==> src/design/oolb_pkg.sv <==
// shared constants, command codes and types of the byte log ring
`default_nettype none

package oolb_pkg;

	localparam int RING_DEPTH_DEF = 64;

	localparam int CMD_W  = 2;
	localparam int CHAR_W = 8;
	localparam int MAXB_W = 7;
	localparam int USED_W = 7;
	localparam int CNT_W  = 64;

	typedef enum logic [CMD_W-1:0] {
		CMD_CAPTURE = 2'd0,
		CMD_DUMP    = 2'd1,
		CMD_CLEAR   = 2'd2
	} cmd_t;

	typedef enum logic {
		ST_IDLE,
		ST_DUMP
	} state_t;

	typedef struct packed {
		logic byte_valid;
		logic byte_last;
		logic busy;
	} dump_stat_t;

endpackage

`default_nettype wire

==> src/design/oolb_if.sv <==
// request and response channel interfaces of the byte log ring
`default_nettype none

interface oolb_in_if;
	logic                        valid;
	logic                        ready;
	logic [oolb_pkg::CMD_W-1:0]  cmd;
	logic [oolb_pkg::CHAR_W-1:0] char_value;
	logic [oolb_pkg::MAXB_W-1:0] dump_limit;

	modport source (output valid, cmd, char_value, dump_limit, input ready);
	modport sink (input valid, cmd, char_value, dump_limit, output ready);
endinterface

interface oolb_out_if;
	logic                        valid;
	logic                        ready;
	logic [oolb_pkg::CHAR_W-1:0] data_byte;
	logic                        data_valid;
	logic                        last;
	logic [oolb_pkg::USED_W-1:0] ring_fill;
	logic [oolb_pkg::CNT_W-1:0]  capture_total;
	logic [oolb_pkg::CNT_W-1:0]  drop_total;

	modport source (output valid, data_byte, data_valid, last, ring_fill, capture_total,
		drop_total, input ready);
	modport sink (input valid, data_byte, data_valid, last, ring_fill, capture_total,
		drop_total, output ready);
endinterface

`default_nettype wire

==> src/design/oolb_ram.sv <==
// ring byte store: one write port, one read port with registered read data
`default_nettype none

module oolb_ram #(
	parameter int DEPTH = oolb_pkg::RING_DEPTH_DEF,
	localparam int AW = $clog2(DEPTH)
) (
	input  wire logic                        clk,
	input  wire logic                        wr_en,
	input  wire logic [AW-1:0]               wr_addr,
	input  wire logic [oolb_pkg::CHAR_W-1:0] wr_data,
	input  wire logic                        rd_en,
	input  wire logic [AW-1:0]               rd_addr,
	output logic      [oolb_pkg::CHAR_W-1:0] rd_data_s1
);
	import oolb_pkg::*;

	logic [CHAR_W-1:0] mem [DEPTH];

	always_ff @(posedge clk) begin
		if (wr_en) begin
			mem[wr_addr] <= wr_data;
		end
	end

	always_ff @(posedge clk) begin
		if (rd_en) begin
			rd_data_s1 <= mem[rd_addr];
		end
	end

endmodule

`default_nettype wire

==> src/design/oolb_dump.sv <==
// dump read sequencer: walks the window one address a cycle, while the output is free, into the read stage
`default_nettype none

module oolb_dump #(
	parameter int DEPTH = oolb_pkg::RING_DEPTH_DEF,
	localparam int AW = $clog2(DEPTH),
	localparam int FW = $clog2(DEPTH + 1)
) (
	input  wire logic                 clk,
	input  wire logic                 arst_n,
	input  wire logic                 go,
	input  wire logic [AW-1:0]        go_pos,
	input  wire logic [FW-1:0]        go_count,
	input  wire logic                 out_free,
	output logic                      rd_en,
	output logic      [AW-1:0]        rd_addr,
	output oolb_pkg::dump_stat_t      stat
);
	import oolb_pkg::*;

	logic [AW-1:0] pos_q;
	logic [FW-1:0] remain_q;
	logic          v_s1;
	logic          last_s1;
	logic          issue;
	logic          advance;
	logic [AW-1:0] pos_inc;

	always_comb begin
		// read only when the read stage is empty or the byte now in it leaves this cycle
		issue   = (remain_q != '0) && (!v_s1 || out_free);
		advance = v_s1 && out_free;
		pos_inc = (pos_q == AW'(DEPTH - 1)) ? '0 : pos_q + 1'b1;
		rd_en   = issue;
		rd_addr = pos_q;
		stat    = '{byte_valid: v_s1, byte_last: last_s1, busy: (remain_q != '0) || v_s1};
	end

	always_ff @(posedge clk or negedge arst_n) begin
		if (!arst_n) begin
			remain_q <= '0;
			v_s1     <= 1'b0;
		end else begin
			if (go) begin
				remain_q <= go_count;
			end else if (issue) begin
				remain_q <= remain_q - 1'b1;
			end
			if (issue) begin
				v_s1 <= 1'b1;
			end else if (advance) begin
				v_s1 <= 1'b0;
			end
		end
	end

	always_ff @(posedge clk) begin
		if (go) begin
			pos_q <= go_pos;
		end else if (issue) begin
			pos_q <= pos_inc;
		end
		if (issue) begin
			last_s1 <= (remain_q == FW'(1));
		end
	end

endmodule

`default_nettype wire

==> src/design/overwrite_oldest_byte_log_ring.sv <==
// top level of the byte log ring: command decode, ring pointers, counters, output register
`default_nettype none

// Byte trace ring of RING_DEPTH entries that overwrites its oldest byte when full. A capture
// (cmd 0) stores char_value while capture_enable is set; a clear (cmd 2) empties the ring and
// zeroes the dropped count; a dump (cmd 1) returns the newest min(fill, dump_limit) bytes,
// oldest first, with last on the final beat. Capture, clear, unused codes and empty dumps each give
// one status beat, so they sustain one item per cycle while rsp is taken. A dump of n bytes
// launches, then reads the n bytes through the single read port of the ring memory (one byte
// per cycle while rsp is taken) with registered read data, then returns to idle; no request
// is taken meanwhile. Every beat carries the fill, written and dropped counts. The ring
// memory needs no clearing after reset.
module overwrite_oldest_byte_log_ring #(
	parameter int RING_DEPTH = oolb_pkg::RING_DEPTH_DEF
) (
	input  wire logic  clk,
	input  wire logic  arst_n,
	input  wire logic  cfg_write,
	input  wire logic  cfg_data,
	oolb_in_if.sink    req,
	oolb_out_if.source rsp
);
	import oolb_pkg::*;

	localparam int AW = $clog2(RING_DEPTH);
	localparam int FW = $clog2(RING_DEPTH + 1);
	localparam logic [FW-1:0] FULL = FW'(RING_DEPTH);
	localparam logic [FW:0]   DEPTH_X = (FW+1)'(RING_DEPTH);

	state_t state_q, state_d;

	logic              cap_en_q;
	logic [AW-1:0]     start_q, start_d;
	logic [FW-1:0]     fill_q, fill_d;
	logic [CNT_W-1:0]  written_q, written_d;
	logic [CNT_W-1:0]  dropped_q, dropped_d;

	logic              out_valid_q;
	logic [CHAR_W-1:0] out_byte_q;
	logic              out_dvalid_q;
	logic              out_last_q;
	logic [USED_W-1:0] out_used_q;
	logic [CNT_W-1:0]  out_written_q;
	logic [CNT_W-1:0]  out_dropped_q;

	logic              out_free;
	logic              in_ready;
	logic              accept;
	logic [USED_W-1:0] fill_x;
	logic [USED_W-1:0] cnt_x;
	logic [FW-1:0]     count;
	logic [FW-1:0]     skip;
	logic [FW:0]       pos_sum;
	logic [FW:0]       wr_sum;
	logic [AW-1:0]     dump_pos;
	logic [AW-1:0]     tail_idx;
	logic [AW-1:0]     start_inc;
	logic              wr_en;
	logic [AW-1:0]     wr_addr;
	logic              go;
	logic              status_load;
	logic              byte_load;
	logic              rd_en;
	logic [AW-1:0]     rd_addr;
	logic [CHAR_W-1:0] rd_data_s1;
	dump_stat_t        stat;

	oolb_ram #(.DEPTH(RING_DEPTH)) u_ram (
		.clk        (clk),
		.wr_en      (wr_en),
		.wr_addr    (wr_addr),
		.wr_data    (req.char_value),
		.rd_en      (rd_en),
		.rd_addr    (rd_addr),
		.rd_data_s1 (rd_data_s1)
	);

	oolb_dump #(.DEPTH(RING_DEPTH)) u_dump (
		.clk      (clk),
		.arst_n   (arst_n),
		.go       (go),
		.go_pos   (dump_pos),
		.go_count (count),
		.out_free (out_free),
		.rd_en    (rd_en),
		.rd_addr  (rd_addr),
		.stat     (stat)
	);

	always_comb begin
		out_free = !out_valid_q || rsp.ready;
		in_ready = (state_q == ST_IDLE) && out_free;
		accept   = req.valid && in_ready;

		fill_x = USED_W'(fill_q);
		cnt_x  = (fill_x < req.dump_limit) ? fill_x : req.dump_limit;
		count  = FW'(cnt_x);
		skip   = fill_q - count;

		// oldest byte of the dump window, start + fill - count modulo depth
		pos_sum  = (FW+1)'(start_q) + (FW+1)'(skip);
		dump_pos = (pos_sum >= DEPTH_X) ? AW'(pos_sum - DEPTH_X) : AW'(pos_sum);

		wr_sum   = (FW+1)'(start_q) + (FW+1)'(fill_q);
		tail_idx = (wr_sum >= DEPTH_X) ? AW'(wr_sum - DEPTH_X) : AW'(wr_sum);

		start_inc = (start_q == AW'(RING_DEPTH - 1)) ? '0 : start_q + 1'b1;
	end

	always_comb begin
		state_d   = state_q;
		start_d   = start_q;
		fill_d    = fill_q;
		written_d = written_q;
		dropped_d = dropped_q;
		wr_en     = 1'b0;
		wr_addr   = tail_idx;
		go        = 1'b0;
		unique case (state_q)
			ST_IDLE: begin
				if (accept) begin
					unique case (req.cmd)
						CMD_CAPTURE: begin
							if (cap_en_q) begin
								wr_en     = 1'b1;
								written_d = written_q + 1'b1;
								if (fill_q == FULL) begin
									// full: overwrite the oldest and move the start
									wr_addr   = start_q;
									start_d   = start_inc;
									dropped_d = dropped_q + 1'b1;
								end else begin
									fill_d = fill_q + 1'b1;
								end
							end
						end
						CMD_DUMP: begin
							if (count != '0) begin
								go      = 1'b1;
								state_d = ST_DUMP;
							end
						end
						CMD_CLEAR: begin
							start_d   = '0;
							fill_d    = '0;
							dropped_d = '0;
						end
						default: begin
						end
					endcase
				end
			end
			ST_DUMP: begin
				if (!stat.busy) begin
					state_d = ST_IDLE;
				end
			end
			default: begin
				state_d = ST_IDLE;
			end
		endcase
		status_load = accept && !go;
		byte_load   = stat.byte_valid && out_free;
	end

	always_ff @(posedge clk or negedge arst_n) begin
		if (!arst_n) begin
			state_q     <= ST_IDLE;
			cap_en_q    <= 1'b1;
			start_q     <= '0;
			fill_q      <= '0;
			written_q   <= '0;
			dropped_q   <= '0;
			out_valid_q <= 1'b0;
		end else begin
			state_q   <= state_d;
			start_q   <= start_d;
			fill_q    <= fill_d;
			written_q <= written_d;
			dropped_q <= dropped_d;
			if (cfg_write) begin
				cap_en_q <= cfg_data;
			end
			if (status_load || byte_load) begin
				out_valid_q <= 1'b1;
			end else if (rsp.ready) begin
				out_valid_q <= 1'b0;
			end
		end
	end

	always_ff @(posedge clk) begin
		if (status_load) begin
			out_byte_q    <= '0;
			out_dvalid_q  <= 1'b0;
			out_last_q    <= 1'b1;
			out_used_q    <= USED_W'(fill_d);
			out_written_q <= written_d;
			out_dropped_q <= dropped_d;
		end else if (byte_load) begin
			out_byte_q    <= rd_data_s1;
			out_dvalid_q  <= 1'b1;
			out_last_q    <= stat.byte_last;
			out_used_q    <= USED_W'(fill_q);
			out_written_q <= written_q;
			out_dropped_q <= dropped_q;
		end
	end

	assign req.ready         = in_ready;
	assign rsp.valid         = out_valid_q;
	assign rsp.data_byte     = out_byte_q;
	assign rsp.data_valid    = out_dvalid_q;
	assign rsp.last          = out_last_q;
	assign rsp.ring_fill     = out_used_q;
	assign rsp.capture_total = out_written_q;
	assign rsp.drop_total    = out_dropped_q;

`ifndef SYNTHESIS
	a_fill_bound: assert property (@(posedge clk) disable iff (!arst_n)
		fill_q <= FULL)
		else $error("fill count above ring depth");

	a_drop_when_full: assert property (@(posedge clk) disable iff (!arst_n)
		(dropped_q != '0 && dropped_q != $past(dropped_q)) |-> $past(fill_q) == FULL)
		else $error("dropped count moved while ring not full");

	a_written_on_beat: assert property (@(posedge clk) disable iff (!arst_n)
		(written_q != $past(written_q)) |-> $past(req.valid && req.ready))
		else $error("written count moved without a request beat");

	a_no_req_in_dump: assert property (@(posedge clk) disable iff (!arst_n)
		stat.busy |-> !req.ready)
		else $error("request taken while a dump is in flight");
`endif

endmodule

`default_nettype wire
==> src/flat_wrapper.sv <==
// flat-port wrapper written by rule: the top's interface ports become plain ports
module overwrite_oldest_byte_log_ring_flat import oolb_pkg::*;
#(
	parameter int RING_DEPTH = oolb_pkg::RING_DEPTH_DEF
)
  (clk, arst_n, cfg_write, cfg_data, req_valid, req_cmd, req_char_value, req_dump_limit, req_ready, rsp_valid, rsp_data_byte, rsp_data_valid, rsp_last, rsp_ring_fill, rsp_capture_total, rsp_drop_total, rsp_ready);
  oolb_in_if req_i ();
  oolb_out_if rsp_i ();
  input  wire logic clk;
  input  wire logic arst_n;
  input  wire logic cfg_write;
  input  wire logic cfg_data;
  input wire logic [$bits(req_i.valid)-1:0] req_valid;
  input wire logic [$bits(req_i.cmd)-1:0] req_cmd;
  input wire logic [$bits(req_i.char_value)-1:0] req_char_value;
  input wire logic [$bits(req_i.dump_limit)-1:0] req_dump_limit;
  output wire logic [$bits(req_i.ready)-1:0] req_ready;
  output wire logic [$bits(rsp_i.valid)-1:0] rsp_valid;
  output wire logic [$bits(rsp_i.data_byte)-1:0] rsp_data_byte;
  output wire logic [$bits(rsp_i.data_valid)-1:0] rsp_data_valid;
  output wire logic [$bits(rsp_i.last)-1:0] rsp_last;
  output wire logic [$bits(rsp_i.ring_fill)-1:0] rsp_ring_fill;
  output wire logic [$bits(rsp_i.capture_total)-1:0] rsp_capture_total;
  output wire logic [$bits(rsp_i.drop_total)-1:0] rsp_drop_total;
  input wire logic [$bits(rsp_i.ready)-1:0] rsp_ready;
  assign req_i.valid = req_valid;
  assign req_i.cmd = req_cmd;
  assign req_i.char_value = req_char_value;
  assign req_i.dump_limit = req_dump_limit;
  assign req_ready = req_i.ready;
  assign rsp_valid = rsp_i.valid;
  assign rsp_data_byte = rsp_i.data_byte;
  assign rsp_data_valid = rsp_i.data_valid;
  assign rsp_last = rsp_i.last;
  assign rsp_ring_fill = rsp_i.ring_fill;
  assign rsp_capture_total = rsp_i.capture_total;
  assign rsp_drop_total = rsp_i.drop_total;
  assign rsp_i.ready = rsp_ready;
  overwrite_oldest_byte_log_ring #(.RING_DEPTH(RING_DEPTH)) u_core (.clk(clk), .arst_n(arst_n), .cfg_write(cfg_write), .cfg_data(cfg_data), .req(req_i), .rsp(rsp_i));
endmodule
==> config.mk <==
export PLATFORM = sky130hd
export DESIGN_NAME = overwrite_oldest_byte_log_ring_flat
export DESIGN_NICKNAME = d
export VERILOG_FILES = /design/src/design/oolb_pkg.sv /design/src/design/oolb_if.sv /design/src/design/oolb_ram.sv /design/src/design/oolb_dump.sv /design/src/design/overwrite_oldest_byte_log_ring.sv /design/src/flat_wrapper.sv
export SDC_FILE = /design/constraint.sdc
export NUM_CORES = 1
export LEC_CHECK = 0
export BUFFER_PORTS_ARGS = -buffer_cell sky130_fd_sc_hd__buf_2
export CORE_AREA = 2 2 287 289
export DETAILED_ROUTE_END_ITERATION = 7
export DIE_AREA = 0 0 289 291
export GPL_ROUTABILITY_DRIVEN = 0
export PLACE_DENSITY_LB_ADDON = 0.12
export RECOVER_POWER = 50
export SKIP_CTS_REPAIR_TIMING = 1
export SLEW_MARGIN = 5
export SYNTH_ARGS = -nofsm -noshare
export SYNTH_HDL_FRONTEND = slang
export SYNTH_HIERARCHICAL = 1
export SYNTH_SLANG_ARGS = --single-unit
==> constraint.sdc <==
create_clock -name clk -period 11.76 [get_ports clk]
set_input_delay 2.352 -clock clk [delete_from_list [all_inputs] [get_ports clk]]
set_output_delay 2.352 -clock clk [all_outputs]
set_load 0.005 [all_outputs]
-- Yosys cells after proc, flatten, opt, wreduce, memory -nomap -nowiden
Memories as Yosys holds them, arrays and structs flattened. A register that Yosys moved wholly into a read port is not among the register bits.
Index checks and enable logic that the tools add are counted.
- memories: 1
- input port bits: 23
- bits in writable memories: 512
- flip-flop bits (word level): 304
- output and inout bits: 147
- equal/unequal tests: 8
- magnitude comparators: 3
- bitwise logic cells: 1
- reductions and logical operators: 21
- multiplexer cells: 53
- add/subtract/negate cells: 11
- memory list (memory ; words ; bits a word ; rd ports ; clocked after memory_dff ; wr ports ; line ; RTL):
    u_core.u_ram.mem ; 64 ; 8 ; 1 ; 1 ; 1 ; oolb_ram.sv:18 ; logic [CHAR_W-1:0] mem [DEPTH];
- operators by type and width (operator ; number):
    $mux W64 ; 12
    $add A64 B1 Y64 const B ; 2
    $pmux W64 S2 ; 1
    $mux W6 ; 13
    $mux W7 ; 9
    $add A6 B7 Y8 ; 2
    $ge A8 B7 Y1 const B ; 2
    $mux W1 ; 15
    $pmux W7 S2 ; 1
    $reduce_bool A7 Y1 ; 2
    $add A6 B1 Y6 const B ; 2
    $eq A6 B6 Y1 const B ; 2
    $pmux W6 S2 ; 1
    $sub A6 B1 Y6 const B ; 2
    $reduce_bool A2 Y1 ; 5
    $add A7 B1 Y7 const B ; 1
    $eq A7 B1 Y1 const B ; 1
    $eq A7 B7 Y1 const B ; 1
    $lt A7 B7 Y1 ; 1
    $sub A7 B1 Y7 const B ; 1
    $sub A7 B7 Y7 ; 1
    $logic_and A1 B1 Y1 ; 5
    $reduce_and A5 Y1 ; 1
    $logic_or A1 B1 Y1 ; 4
    other kinds (7) ; 10

-- Longest topological paths before layout
Gate-level depths: netlist of run 1.
- depth after elaboration: 11
- depth in mapped cells: 20

-- Modules after synthesis
Netlist of run 1, hierarchy kept.
- modules (own cells, without submodules) (module ; area an instance (sq um) ; instances ; cells an instance):
    oolb_ram ; 20246.9 ; 1 ; 940
    overwrite_oldest_byte_log_ring ; 13524.2 ; 1 ; 1168
    oolb_dump ; 895.9 ; 1 ; 90

-- Worst setup path after synthesis of run 1
No wires, ideal clock.
- kind: input to register
- start point: input req_dump_limit[6]
- end point: register u_core.out_written_q[0], in the netlist u_core/rsp.capture_total[0] (enable)
- slack: -2.554 ns
- required time: 10.944 ns
- data arrival time: 13.498 ns
- path buffers: 1
- stages: 9
- path through: inv_1 -> ha_1 -> a21oi_1 -> o21ai_0 -> a21oi_1 -> buf_2 -> mux2_2 -> o41a_1 -> o21ai_0
- cells in the longest elaborated chain, start to end: 10
- RTL lines (element ; line ; RTL):
    start: declaration ; flat_wrapper.sv:16 ; input wire logic [$bits(req_i.dump_limit)-1:0] req_dump_limit;
    $lt A7 B7 Y1 ; overwrite_oldest_byte_log_ring.sv:96 ; cnt_x = (fill_x < req.dump_limit) ? fill_x : req.dump_limit;
    $mux W7 * ; overwrite_oldest_byte_log_ring.sv:96 ;
    $reduce_bool A7 Y1 * ; overwrite_oldest_byte_log_ring.sv:138 ; if (count != '0) begin
    $mux W1 * ; overwrite_oldest_byte_log_ring.sv:138 ;
    $mux W1 * ; overwrite_oldest_byte_log_ring.sv:122 ; unique case (req.cmd)
    $mux W1 * ; overwrite_oldest_byte_log_ring.sv:121 ; if (accept) begin
    $mux W1 * ; overwrite_oldest_byte_log_ring.sv:119 ; unique case (state_q)
    $logic_not A1 Y1 * ; overwrite_oldest_byte_log_ring.sv:162 ; status_load = accept && !go;
    $logic_and A1 B1 Y1 * ; overwrite_oldest_byte_log_ring.sv:162 ;
    $reduce_bool A2 Y1 (no source line) * ; -- ;
    end signal: assignment ; overwrite_oldest_byte_log_ring.sv:198 ; out_written_q <= written_d;
    end signal: assignment ; overwrite_oldest_byte_log_ring.sv:205 ; out_written_q <= written_q;
    end: declaration ; overwrite_oldest_byte_log_ring.sv:43 ; logic [CNT_W-1:0] out_written_q;
Mark *: on every way between the ends. The rest lies on a longest branch, timed or not.
A chain may end at the register's enable or synchronous reset.

==> reports/results.ini, run 1 <==
[die]
fp-row-count=105
pin_count=170
dieHeight_microns=291
die_area_sq_um=84100
die_w_microns=289
core_sq_um=81190
initial_core_util_pct=42.70

[final_layout]
fin_nets=2452
drive_gt1_share_pct=15.75
n_antenna_cell=0
postLayoutCellArea_sq_um=39240
syn_to_final_growth_pct=13.20

[synthesis]
yosys.area_share.xor_xnor_pct=4.941
synth_nets=2253
ys_types=79
syn_inst=2198
synth_fa_ha_area_share_pct=1.198
ys_async_sr_fraction_pct=18.45
synth_top_area_share_pct=57.34
synth_area_sq_um=34670
synth_mux_area_share_pct=9.842
synth-compound-area-share_pct=3.779
synthSimpleGateAreaFrac_pct=9.517
synth-warning-count=6
ys_ff_latch=824
synth_top_area_cell=edfxtp_1
yosysSeqAreaShare_pct=68.90
synth_top_family_by_area=multiplexers
syn_area_per_cell_sq_um=15.77
synth-edff-count=662
synth_area_leaders=edfxtp_1, dfrtp_1, mux4_2
synth_top_flop_cell=edfxtp_1

[clock_network]
cts_buffer_depth=3
cts_root_buf=clkbuf_16
clk_latency_ps=630
cts_htree_levels=3
cts_tree=done
path_clk_slew_ps=60
cts.sinks=824
numCtsBuffers=88

[sta]
worst_slew_pin_slew_ps=4475
rsz0062_at_grt=no
setup_ws_ps=4200
final_hold_viol_count=0
finalSetupTns_ps=0
clock.fmax_mhz=132.3
period_minus_slack_ps=7560
slew_violations=820
setup_viol=0
slew_headroom_pct=-198.4
clock_skew_ps=18.39
whs_ps=492.2
fin_crit_sh_pct=64.29

[detailed_routing]
firstDrtPassIters=8
drt_iter0_drc=1741
ant_nets=0
routed_wl_microns=83390
viasPerCell=5.559
drc=0
avgRoutedWirePerCell_microns=23.56
vias=19680

[setup_path]
critPathArrivalTime_ps=7900
worstPathRequired_ps=12100
cp-end-kind=register
critical_path.max_stage_delay_ps=2570
path_class=reg -> reg
cp-start-kind=register
slowest_stage=clkbuf_2
path_cells=clkbuf_2 > clkbuf_1 > mux4_2 > mux2_2 > o221a_2 > nor3_1 > o32ai_1
crit_fanout=106

[pwr]
power_density_nw_per_um2=172.1
vdd_ir_drop_max_v=0.0001234
p_leak_nw=13.94

[global_routing]
grtUsageTotal_pct=19.83
grt_pass1_wl_microns=125500
antenna_found_initial=2
grt_pass1_vias=19820
grt_overflow_total=0
grt_max_degree=107

[place]
dpl.hpwl_microns=52980
numPortBuffers=169
place_area_sq_um=36630
place_ws_ps=4591

[flow_run]
maxCapViolCount=14

[run_status]
violations=max-capacitance violations, max-slew violations
outcome=finished with violations

[min_path]
min_path_type=reg -> reg

## flip-flops by register name, summed over array words and instances, names as in the netlist, 6 cells and up
signal	flops
u_core/dropped_q	64
u_core/fill_q	7
u_core/rsp.capture_total	64
u_core/rsp.data_byte	8
u_core/rsp.drop_total	64
u_core/rsp.ring_fill	7
u_core/start_q	6
u_core/u_dump/rd_addr	6
u_core/u_dump/remain_q	7
u_core/u_ram/mem	512
u_core/u_ram/rd_data_s1	8
u_core/written_q	64
## worst paths after layout
kind	start	to	slack (ps)	cells after the start
min in group asynchronous	arst_n	u_core/written_q[44]	3320	1
worst min-delay path	u_core/written_q[63]	u_core/written_q[63]	490	1
worst max-delay path	u_core/u_dump/rd_addr[0]	u_core/u_ram/rd_data_s1[4]	4200	7
worst min register to register	u_core/written_q[63]	u_core/written_q[63]	490	1
max in group asynchronous	arst_n	u_core/dropped_q[40]	5660	2
worst max register to register	u_core/u_dump/rd_addr[0]	u_core/u_ram/rd_data_s1[4]	4200	7
## per-layer routing
metal / up-vias / GRT usage, % / routed length (microns)
li1: 8831 / - / -
met1: 10080 / 28.11 / 36570
met2: 653 / 31.32 / 39160
met3: 113 / 3.942 / 5729
met4: 0 / 5.356 / 1928
met5: - / 0 / 0
## critical path, delay by kind of cell, from the launching register on
family / cells / cell delay (ps)
buf+inv: 2 / 4740
simple gates: 1 / 460
mux: 2 / 1050
compound gates: 2 / 480
flops: 1 / 320
## cells in the final DEF, fill, tap and decap left out, types with 6 or more instances in the layout
cell type / Yosys / final
a211oi_1: 7 / 6
and3_1: 25 / 25
ha_1: 30 / 30
dfrtp_1: 151 / 151
or3_1: 11 / 11
xnor2_1: 143 / 143
o41ai_1: 8 / 7
o21ai_0: 54 / 53
o31ai_1: 7 / 7
inv_1: 36 / 37
mux2_2: 19 / 18
nand3_1: 67 / 67
and2_1: 8 / 7
buf_4: 15 / 19
o221ai_1: 8 / 8
clkinv_2: 0 / 13
a21oi_1: 52 / 53
clkbuf_16: 0 / 93
nor3_1: 24 / 30
o22ai_1: 8 / 8
mux4_2: 126 / 126
mux2i_1: 36 / 36
buf_2: 22 / 74
nand4_1: 47 / 49
bufinv_16: 0 / 11
edfxtp_1: 662 / 662
and4_1: 19 / 19
dfxtp_1: 10 / 10
nand2_1: 119 / 119
clkbuf_1: 35 / 123
or4_1: 6 / 6
nand2b_1: 14 / 14
clkinv_1: 0 / 19
nor2_1: 219 / 219
nor2b_1: 25 / 25
nor4_1: 17 / 21
a21o_1: 7 / 7
xor2_1: 50 / 50
a221oi_1: 6 / 6
## per-stage QoR
step | power, mW | instances | util [%]
floorplan | 3.746 | 2198 | -
global placement | 4.000 | 3377 | 45.11
detailed placement | 4.009 | 3377 | 45.11
CTS | 6.820 | 3540 | 48.73
global route | 6.996 | 3540 | 48.33
finish | 6.753 | 3540 | 48.33
## kinds of logic (layout without fill, tap and decap cells)
kind of cell    after synthesis  in the layout
buf+inv                     127            399
mux                         181            181
flops                       824            824
simple gates                638            638
fa+ha+maj                    32             32
xor+xnor                    194            194
compound gates              202            202
## power by group
group | internal [mW] | total [mW] | switching [mW]
combinational | 0.269 | 0.676 | 0.407
sequential | 3.23 | 3.27 | 0.0398
clock | 1.69 | 2.81 | 1.12
total | 5.18 | 6.75 | 1.57
## synthesized netlist by cell type, types with 8 or more instances
cell,n
a21oi_1,52
and2_1,8
and3_1,25
and4_1,19
buf_1,9
buf_2,22
buf_4,15
clkbuf_1,35
dfrtp_1,151
dfxtp_1,10
edfxtp_1,662
ha_1,30
inv_1,36
mux2_2,19
mux2i_1,36
mux4_2,126
nand2_1,119
nand2b_1,14
nand3_1,67
nand4_1,47
nor2_1,219
nor2b_1,25
nor3_1,24
nor4_1,17
o21ai_0,54
o221ai_1,8
o22ai_1,8
o41ai_1,8
or3_1,11
xnor2_1,143
xor2_1,50
## area by class of cell
class | count | area, sq um
clock buffer | 113 | 2412
clock inverter | 50 | 524.3
fill | 6922 | 41950
inverter | 37 | 138.9
multi-input combinational | 1247 | 10030
sequential | 824 | 23880
tap | 1070 | 1339
timing repair buffer | 199 | 912.1
(Power assumes the default switching activity.)
==> run 2, diff against run 1 <==
Clock period 11.76 ns to 7.8 ns, I/O delays scaled along.
==> reports/results.ini, run 2 (synthesis gave the netlist of run 1 again) <==
[setup_path]
cpMostUsedCell=nand4_1
path_cells=clkbuf_1 > nor4_1 > nand4_1 > a21oi_1 > nand4_1 > nor2_1  ; was clkbuf_2 > clkbuf_1 > mux4_2 > mux2_2 > o221a_2 > nor3_1 > o32ai_1
critical_path.max_stage_delay_ps=1210  ; was 2570 ps
worstPathRequired_ps=8050  ; was 12,100 ps
cp-start-kind=primary input  ; was register
path_buf_inv=1  ; was 2
crit_fanout=15  ; was 106
critPathArrivalTime_ps=6450  ; was 7900 ps
cp-end-kind=register  ; unchanged
cp_top_family=simple AND/OR/NAND/NOR gates  ; was buffers and inverters
path_class=in -> reg  ; was reg -> reg
slowest_stage=nor4_1  ; was clkbuf_2

[die]
fp-row-count=105  ; unchanged
die_w_microns=289  ; unchanged
core_sq_um=81190  ; unchanged
initial_core_util_pct=42.70  ; unchanged
die_area_sq_um=84100  ; unchanged
pin_count=170  ; unchanged
dieHeight_microns=291  ; unchanged

[min_path]
min_path_type=reg -> reg  ; unchanged

[sta]
fin_crit_sh_pct=79.46
worst_slew_pin_slew_ps=4346  ; was 4475 ps
final_hold_viol_count=0  ; unchanged
clock.fmax_mhz=161.3
setup_viol=0  ; unchanged
clock_skew_ps=15.43  ; was 18.39 ps
slew_violations=662  ; was 820
whs_ps=494.9  ; was 492.2 ps
slew_headroom_pct=-189.7  ; was -198.4%
period_minus_slack_ps=6198
finalSetupTns_ps=0  ; unchanged
rsz0062_at_grt=no  ; unchanged

[detailed_routing]
firstDrtPassIters=5  ; was 8
ant_nets=0  ; unchanged
viasPerCell=5.505  ; was 5.559
routed_wl_microns=81920  ; was 83,390 microns
drt_iter0_drc=1792  ; was 1,741
drc=0  ; unchanged
avgRoutedWirePerCell_microns=23.15  ; was 23.56 microns
vias=19480  ; was 19.68k

[final_layout]
multi_input_area_sq_um=10040  ; was 10,030 sq um
fillers=6976  ; was 6,922
largest_reg_flops=512  ; unchanged
regMostFlops=u_core/u_ram/mem  ; unchanged
ff_latch_area_sq_um=23880  ; unchanged
fin_nets=2450  ; was 2,452
final_cell_mix=edfxtp_1, nor2_1, dfrtp_1, xnor2_1, mux4_2  ; unchanged
final_common_cell=edfxtp_1  ; unchanged
fin_cells=3539  ; was 3,540
drive_gt1_share_pct=15.84  ; was 15.75%
n_antenna_cell=0  ; unchanged
syn_to_final_growth_pct=13.31  ; was 13.20%

[flow_run]
maxCapViolCount=11  ; was 14

[place]
numPortBuffers=169  ; unchanged
dpl.hpwl_microns=52450  ; was 52,980 microns
dp.cells=3374  ; was 3,377

[pwr]
power_density_nw_per_um2=258.4  ; was 172.1 nW/um^2
p_leak_nw=13.97  ; was 13.94 nW
vdd_ir_drop_max_v=0.0001608  ; was 0.0001234 V
design_power_total_mw=10.15  ; was 6.753 mW

[clock_network]
cts_buffer_depth=3  ; unchanged
numCtsBuffers=89  ; was 88
cts_tree=done  ; unchanged
cts_htree_levels=3  ; unchanged
cts_root_buf=clkbuf_16  ; unchanged
cts.sinks=824  ; unchanged
clk_latency_ps=620  ; was 630 ps
path_clk_slew_ps=60  ; about the same

[global_routing]
antenna_found_initial=1  ; was 2
grt_pass1_vias=19910  ; was 19.82k
grt_max_degree=136  ; was 107
grt_overflow_total=0  ; unchanged
grtUsageTotal_pct=19.63  ; was 19.83%
grt_pass1_wl_microns=124100  ; was 125,500 microns

[run_status]
violations=max-capacitance violations, max-slew violations  ; unchanged
outcome=finished with violations  ; unchanged

[run 2: metrics by stage]
stage | instance area [sq um] | setup slack, ps | util (%)
global placement | 36620 | 1633 | 45.10
floorplan | 34670 | 523.4 | -
detailed placement | 36620 | 1453 | 45.10
finish | 39280 | 1602 | 48.38
CTS | 39570 | 2121 | 48.74
global route | 39280 | 1084 | 48.38
[run 2: worst paths after layout]
check                                     start                        end  slack [ps]  cells past startpoint
hold / removal             u_core/written_q[63]       u_core/written_q[63]         490                      1
setup reg to reg                 u_core/state_q    u_core/u_ram/mem[47][0]        2190                      6
setup / recovery                     req_cmd[1]    u_core/u_ram/mem[47][0]        1600                      6
max in group asynchronous                arst_n  u_core/u_dump/remain_q[0]        2530                      2
hold reg to reg            u_core/written_q[63]       u_core/written_q[63]         490                      1
min in group asynchronous                arst_n       u_core/written_q[44]        2470                      1
[run 2: area by class of cell]
type,count,area share (%)
Timing Repair Buffer,196,2.341
Sequential cell,824,60.80
Multi-Input combinational cell,1247,25.57
Clock buffer,115,6.345
Tap cell,1070,3.408
Clock inverter,50,1.182
Inverter,37,0.3535
[run 2: power breakdown]
part           internal [mW]  switching [mW]
Clock                   2.54            1.67
Sequential              4.87          0.0729
Combinational          0.392           0.602
[run 2: layer usage]
layer  GRT usage (%)  vias up  wire length (microns)
met3           3.856      145                   4892
met5               0        -                      0
met2           31.18      567                  38690
met1           27.14     9950                  35700
met4           6.538        0                   2641
li1                -     8821                      -
